==> config.mk <==
export PLATFORM = sky130hd
export DESIGN_NAME = mwr_lerp
export DESIGN_NICKNAME = d
export VERILOG_FILES = /design/src/design/mwr_pkg.sv /design/src/design/mwr_lerp.sv
export SDC_FILE = /design/constraint.sdc
export NUM_CORES = 2
export LEC_CHECK = 0
export CORE_AREA = 2 2 286 345
export DETAILED_ROUTE_END_ITERATION = 8
export DIE_AREA = 0 0 288 347
export DONT_BUFFER_PORTS = 1
export GPL_TIMING_DRIVEN = 0
export PLACE_DENSITY_LB_ADDON = 0.12
export SYNTH_ARGS = -nofsm -noshare
export SYNTH_HDL_FRONTEND = slang
export SYNTH_SLANG_ARGS = --single-unit
==> constraint.sdc <==
create_clock -name clk_i -period 8 [get_ports clk_i]
set_input_delay 1.2 -clock clk_i [delete_from_list [all_inputs] [get_ports clk_i]]
set_output_delay 1.2 -clock clk_i [all_outputs]
set_load 0.1 [all_outputs]
==> src/design/mwr_pkg.sv <==
`timescale 1ns / 1ps
package mwr_pkg;

  localparam int TABLE_LENGTH    = 2048;
  localparam int MIP_LEVELS      = 11;
  localparam int WAVES_PER_TABLE = 8;
  localparam int NUM_TABLES      = 4;
  localparam int SAMPLE_BITS     = 16;

  // harmonic count of level 0 before the shift by level
  localparam int HARMONIC_BASE = TABLE_LENGTH / 2;

  localparam int IDX_W   = $clog2(TABLE_LENGTH);
  localparam int WAVE_W  = $clog2(WAVES_PER_TABLE);
  localparam int LEVEL_W = (MIP_LEVELS > 1) ? $clog2(MIP_LEVELS) : 1;
  localparam int ROWS    = NUM_TABLES * WAVES_PER_TABLE * MIP_LEVELS;
  localparam int ROW_W   = $clog2(ROWS);
  localparam int ADDR_W  = ROW_W + IDX_W;
  localparam int MEM_DEPTH = ROWS * TABLE_LENGTH;

  localparam int FRAC_W  = 16;
  localparam int POS_ONE = 65536;
  localparam int POS_W   = FRAC_W + 1;
  localparam int SCL_W   = POS_W + WAVE_W;

  localparam int DIFF_W  = SAMPLE_BITS + 1;
  localparam int PROD_W  = DIFF_W + FRAC_W + 1;
  localparam int SUM_W   = DIFF_W + 1;

  localparam int FIFO_DEPTH = 4;
  localparam int FIFO_AW    = $clog2(FIFO_DEPTH);
  localparam int CNT_W      = $clog2(FIFO_DEPTH + 1);

  typedef logic signed [SAMPLE_BITS-1:0] word_t;

  typedef enum logic {
    REQ_READ = 1'b0,
    REQ_LOAD = 1'b1
  } req_e;

  // order of the four memory reads of one item
  typedef enum logic [1:0] {
    SLOT_A0,
    SLOT_A1,
    SLOT_B0,
    SLOT_B1
  } slot_e;

  typedef struct packed {
    logic              vld;
    word_t             a0;
    word_t             a1;
    word_t             b0;
    word_t             b1;
    logic [FRAC_W-1:0] frac;
    logic [FRAC_W-1:0] wfrac;
  } lerp_in_t;

  // harmonic count of a level in Q12.4
  function automatic logic [31:0] harm_thr(input int lvl);
    return 32'((HARMONIC_BASE >> lvl) * 16);
  endfunction

  function automatic word_t sat_load(input logic signed [15:0] v);
    logic signed [24:0] x;
    logic signed [24:0] hi;
    logic signed [24:0] lo;
    x  = 25'(v);
    hi = 25'((1 << (SAMPLE_BITS - 1)) - 1);
    lo = -hi - 25'sd1;
    if (x > hi) x = hi;
    else if (x < lo) x = lo;
    return x[SAMPLE_BITS-1:0];
  endfunction

  function automatic logic signed [15:0] sat_out(input word_t v);
    logic signed [24:0] x;
    x = 25'(v);
    if (x > 25'sd32767) x = 25'sd32767;
    else if (x < -25'sd32768) x = -25'sd32768;
    return x[15:0];
  endfunction

endpackage

==> src/design/mwr_lerp.sv <==
`timescale 1ns / 1ps
module mwr_lerp
  import mwr_pkg::*;
(
  input  logic                clk_i,
  input  logic                rst_ni,
  input  lerp_in_t            req_i,
  output logic                res_valid_o,
  output logic signed [15:0]  res_sample_o
);

  // stage 1: sample differences
  logic                      s1_vld_q;
  word_t                     s1_a0_q, s1_b0_q;
  logic signed [DIFF_W-1:0]  s1_da_q, s1_db_q;
  logic [FRAC_W-1:0]         s1_frac_q, s1_wfrac_q;
  logic signed [DIFF_W-1:0]  da_d, db_d;

  // stage 2: phase products
  logic                      s2_vld_q;
  word_t                     s2_a0_q, s2_b0_q;
  logic signed [PROD_W-1:0]  s2_pa_q, s2_pb_q;
  logic [FRAC_W-1:0]         s2_wfrac_q;
  logic signed [PROD_W-1:0]  pa_d, pb_d;

  // stage 3: per-wave samples and their difference
  logic                      s3_vld_q;
  word_t                     s3_sa_q;
  logic signed [DIFF_W-1:0]  s3_d_q;
  logic [FRAC_W-1:0]         s3_wfrac_q;
  logic signed [SUM_W-1:0]   sa_w, sb_w;
  word_t                     sa_d, sb_d;
  logic signed [DIFF_W-1:0]  d_d;

  // stage 4: crossfade product
  logic                      s4_vld_q;
  word_t                     s4_sa_q;
  logic signed [PROD_W-1:0]  s4_pw_q;
  logic signed [PROD_W-1:0]  pw_d;
  logic signed [SUM_W-1:0]   r_w;
  word_t                     r_c;

  assign da_d = {req_i.a1[SAMPLE_BITS-1], req_i.a1} - {req_i.a0[SAMPLE_BITS-1], req_i.a0};
  assign db_d = {req_i.b1[SAMPLE_BITS-1], req_i.b1} - {req_i.b0[SAMPLE_BITS-1], req_i.b0};

  assign pa_d = s1_da_q * $signed({1'b0, s1_frac_q});
  assign pb_d = s1_db_q * $signed({1'b0, s1_frac_q});

  // arithmetic shift of the product gives the floor
  assign sa_w = {{2{s2_a0_q[SAMPLE_BITS-1]}}, s2_a0_q} + $signed(s2_pa_q[PROD_W-1:FRAC_W]);
  assign sb_w = {{2{s2_b0_q[SAMPLE_BITS-1]}}, s2_b0_q} + $signed(s2_pb_q[PROD_W-1:FRAC_W]);
  assign sa_d = sa_w[SAMPLE_BITS-1:0];
  assign sb_d = sb_w[SAMPLE_BITS-1:0];
  assign d_d  = {sb_d[SAMPLE_BITS-1], sb_d} - {sa_d[SAMPLE_BITS-1], sa_d};

  assign pw_d = s3_d_q * $signed({1'b0, s3_wfrac_q});

  assign r_w = {{2{s4_sa_q[SAMPLE_BITS-1]}}, s4_sa_q} + $signed(s4_pw_q[PROD_W-1:FRAC_W]);
  assign r_c = r_w[SAMPLE_BITS-1:0];

  assign res_valid_o  = s4_vld_q;
  assign res_sample_o = sat_out(r_c);

  always_ff @(posedge clk_i or negedge rst_ni) begin
    if (!rst_ni) begin
      s1_vld_q <= 1'b0;
      s2_vld_q <= 1'b0;
      s3_vld_q <= 1'b0;
      s4_vld_q <= 1'b0;
    end else begin
      s1_vld_q <= req_i.vld;
      s2_vld_q <= s1_vld_q;
      s3_vld_q <= s2_vld_q;
      s4_vld_q <= s3_vld_q;
    end
  end

  always_ff @(posedge clk_i) begin
    s1_a0_q    <= req_i.a0;
    s1_b0_q    <= req_i.b0;
    s1_da_q    <= da_d;
    s1_db_q    <= db_d;
    s1_frac_q  <= req_i.frac;
    s1_wfrac_q <= req_i.wfrac;

    s2_a0_q    <= s1_a0_q;
    s2_b0_q    <= s1_b0_q;
    s2_pa_q    <= pa_d;
    s2_pb_q    <= pb_d;
    s2_wfrac_q <= s1_wfrac_q;

    s3_sa_q    <= sa_d;
    s3_d_q     <= d_d;
    s3_wfrac_q <= s2_wfrac_q;

    s4_sa_q    <= s3_sa_q;
    s4_pw_q    <= pw_d;
  end

endmodule

==> Yosys cells after proc, flatten, opt, wreduce, memory -nomap -nowiden <==
Index checks and enable logic that the tools add are counted.
{ "totals": {"out_inout_bits": 17, "in_bits": 99, "reg_bits": 311} }
{ "classes": {"mul": 3, "n_addsub": 6, "n_lt_le_gt_ge": 2, "muxes": 2} }
{ "ops": {"columns": ["operator", "count"], "rows": [
  ["17-bit by 17-bit multiplier with 32-bit output", 3],
  ["16-bit by 16-bit subtractor with 17-bit output", 3],
  ["16-bit adder", 3],
  ["16-bit two-way mux", 2],
  ["16-bit greater-than comparator, second input constant", 1],
  ["16-bit < comparator, second input constant", 1]
]} }

==> Longest topological paths before layout <==
{ "depth": {"word_depth": 4, "depth_mapped": 24, "depth_no_buf": 22} }

==> Worst setup path after synthesis <==
No wires, ideal clock.
{ "synth_timing": {"path_kind": "flip-flop to flip-flop", "startpoint": "register s3_d_q[16]", "endpoint": "register s4_pw_q[31]", "arrival_time_ns": 5.784, "slack_ns": 2.096, "required_time_ns": 7.879, "synth_period_minus_slack_ns": 5.904, "stages_incl_launch_ff": 23, "setup_ns": 0.121, "path_cell_list": "dfxtp_1 -> clkbuf_1 -> nand2_1 -> inv_1 -> fa_1 -> inv_1 -> fa_1 -> inv_1 -> fa_1 -> fa_1 -> fa_1 -> inv_1 -> fa_1 -> inv_1 -> ha_1 -> nand3_1 -> or2_2 -> a211oi_1 -> nor2_2 -> o2111ai_2 -> a21o_1 -> a21oi_2 -> xnor2_1"} }
{ "synth_via": {"elab_chain_len": 1} }
{ "synth_rtl": {"columns": ["element", "line_no", "rtl"], "rows": [
  ["start: declaration", "mwr_lerp.sv:29", "logic signed [DIFF_W-1:0] s3_d_q;"],
  ["start signal: assignment", "mwr_lerp.sv:93", "s3_d_q <= d_d;"],
  ["17-bit by 17-bit multiplier with 32-bit output", "mwr_lerp.sv:56", "assign pw_d = s3_d_q * $signed({1'b0, s3_wfrac_q});"],
  ["via pw_d[31]", "mwr_lerp.sv:39", "logic signed [PROD_W-1:0] pw_d;"],
  ["end signal: assignment", "mwr_lerp.sv:97", "s4_pw_q <= pw_d;"],
  ["end: declaration", "mwr_lerp.sv:38", "logic signed [PROD_W-1:0] s4_pw_q;"]
]} }
The timed path passes the listed nets, and every way through them passes these cells.

==> Final worst setup path <==
Same ends and word-level chain as after synthesis.

==> qor.txt <==
outcome -> finished clean
max_cap viols -> 0
Worst R2R Start -> s3_d_q[16]$_DFF_P_
synth top area cells -> fa_1 (42%), dfxtp_1 (13%), ha_1 (11%)
mux share of post-synthesis cell area -> 0%
initial DRC count -> 1072
drt pass-1 iters -> 6
Avg Synthesized Cell Area -> 9.438 sq um
I/O pin total -> 116
logic depth of the worst register-to-register path -> 22
Layout area overhead -> 7.517%
HP Class -> reg -> reg
count of hold-fix buffers inserted at cts -> 0
Final Hold Violating Endpoints -> 0
terminus of the critical flop-to-flop path -> s4_pw_q[31]$_DFF_P_
largest net degree at the start of global routing -> 16
Layout Skew -> 0.03645 ns
Total GRT Usage -> 22.43%
Synthesis Warnings -> 0
Synth Area in XOR/XNOR -> 3.671%
kind of end point of the critical path -> flip-flop
Die H -> 347 um
Die ar. -> 99940 sq um
most used cell, CP -> fa_1
RSZ-0062 raised after global routing -> no
post-route minimum period -> 7.373 ns
number of vias per cell -> 4.761
post-route setup TNS -> 0 ns
die width -> 288 um
startpoint type of the worst setup path -> flip-flop
pins over their slew limit -> 0
synthesized area -> 38410 sq um
Yosys cell types -> 62
Compound-Gate Fraction of Synth Area -> 4.423%
share of layout cells above drive strength 1 -> 2.588%
Yosys top cell by area -> fa_1
largest family of logic cells by synthesized area -> adder cells
Post-Synth Simple-Gate Area -> 14.07%
Sink Count -> 263
first-pass GRT wire length -> 166.2 mm
worst-skew pair later-pin latency -> 0.59 ns
fraction of registers with async set/reset -> 1.521%
total gr overflow -> 0
clk root buf -> clkbuf_16
core area -> 96340 sq um
CP max stage cell -> a211oi_1
CP arrival -> 7.83 ns
wire length per cell -> 19.92 um
Total Wirelength -> 107.7 mm
CTS tree -> done
Synth top area share -> 41.74%
relative slew slack -> 13.76%
Worst-Margin Slew -> 1.287 ns
adder-cell share of the synthesized area -> 52.59%
Post-DP HPWL -> 93.00 mm
Antenna Nets Post-Route -> 0
nets -> 5341
Placer Congestion -> 0.9254
setup bufs post-CTS -> 0
Final Cycle Share -> 92.16%
CP Launch Point -> s3_d_q[16]$_DFF_P_
Yosys reg bits -> 263
Post-Synthesis Cells -> 4070
Net Count, Synth -> 5303
Main synth FF type -> dfxtp_1
crit-path max FO -> 10
port bufs -> 0
antenna violations before repair -> 11
Required @ worst endpoint -> 8.45 ns
max incr delay on CP -> 0.72 ns
register area share after synthesis -> 13.76%
critical path type -> reg -> reg
Post-synth EDFFs -> 0
DRC violations left -> 0
H-Tree Depth -> 2
FMAX -> 0.1356 GHz
Setup violations, final -> 0
Worst R2R Setup Slack -> 0.63 ns
critical path, cell by cell -> clkbuf_1 -> nand2_1 -> inv_1 -> fa_1 -> inv_1 -> fa_1 -> inv_1 -> fa_1 -> fa_1 -> fa_1 -> inv_1 -> fa_1 -> inv_1 -> ha_1 -> nand3_1 -> or2_2 -> a211oi_1 -> nor2_2 -> o2111ai_2 -> a21o_1 -> a21oi_2 -> xnor2_1
Vias -> 25740
clock slew seen by the registers of the worst setup and hold paths -> 0.06 ns
initial core utilization -> 39.87%
Gates resized, CTS repair -> 0
maximum root-to-sink buffer count -> 3
site row count -> 125
vias in the first global route -> 28330
top flop regs -> s1_da_q x17, s1_db_q x17, s3_d_q x17
CP endpoint -> s4_pw_q[31]$_DFF_P_
total CTS buffers -> 36
==> per-layer routing <==
layer  global-route usage (%)  vias up  routed length [um]
met3                    3.732      203                4700
met5                        0        -                  96
li1                         -    12000                   -
met2                    41.26      503               56450
met4                    9.443       14                5128
met1                    25.37    13030               41330
==> cells in the mapped netlist, types with 32 or more instances <==
library cell  instances
ha_1                333
xor2_1               40
dfxtp_1             259
nand3_1              37
a21oi_1              75
and2_1              391
nor2_1               78
nor3_1               32
inv_1              1054
clkbuf_1            121
and3_1               33
fa_1                801
o21ai_0              33
xnor2_1             121
nand2_1             469
==> cell type report <==
class | count | area, sq um
inverters | 1054 | 3956
flip-flops and latches | 263 | 5285
clock buffers | 44 | 950.9
clock inverters | 21 | 237.7
diodes | 2 | 5.005
plain buffers | 122 | 457.9
multi-input cells | 2631 | 28820
well taps | 1270 | 1589
fillers | 9783 | 55040
==> worst min path at each step <==
stage | cells past startpoint | slack (ns) | end | startpoint
final | 0 | 0.30 | s2_b0_q[4]$_DFF_P_ | s1_b0_q[4]$_DFF_P_
after global placement | 0 | 0.31 | s2_a0_q[4]$_DFF_P_ | s1_a0_q[4]$_DFF_P_
after detailed placement | 0 | 0.31 | s2_a0_q[4]$_DFF_P_ | s1_a0_q[4]$_DFF_P_
after floorplan | 0 | 0.31 | s2_a0_q[0]$_DFF_P_ | s1_a0_q[0]$_DFF_P_
after CTS | 0 | 0.26 | res_valid_o$_DFF_PN0_ | rst_ni
after global routing | 0 | 0.26 | res_valid_o$_DFF_PN0_ | rst_ni
==> through the flow <==
step	utilization (%)	setup slack, ns	cells	cell area [sq um]	hold slack (ns)
4_1_cts	42.86	0.3730	5405	41300	0.2627
6_report	42.87	0.6270	5407	41300	0.3027
3_5_place_dp	41.63	0.4124	5340	40110	0.3121
5_1_grt	42.87	0.2046	5406	41300	0.2626
3_3_place_gp	41.52	0.4040	5340	40000	0.3110
2_1_floorplan	-	2.096	4070	38410	0.3096
==> worst max-delay path, delay by kind of cell (launching register included) <==
kind	cells	cell delay, ns
adders and majority gates	7	3.29
AOI/OAI and AO/OA	4	1.26
buffers and inverters	6	1.23
and+or+nand+nor	4	0.84
DFF	1	0.47
xor gates and xnor gates	1	0.13
==> logic make-up (layout without fill, tap and decap cells) <==
logic type      count (synthesis)  after routing
buf+inv                      1176           1241
other cells                     0              2
compound gates                243            243
flops                         263            263
fa+ha+maj                    1134           1134
simple gates                 1093           1093
xor+xnor                      161            161
==> cells in the final DEF, fill, tap and decap left out, drive strengths merged, types with 12 or more instances in the layout <==
cell	netlist	final
inv	1054	1062
fa	801	801
nand2	469	469
and2	391	391
ha	333	333
dfxtp	259	259
clkbuf	121	165
xnor2	121	121
nor2	79	79
a21oi	79	79
xor2	40	40
nand3	37	37
o21ai	37	37
and3	33	33
nor3	32	32
o21a	24	24
a21o	20	20
or3	13	13
nand2b	12	12
Power is not shown: default switching activity piles up to over one toggle a cycle in this logic, so the estimate is an artifact.
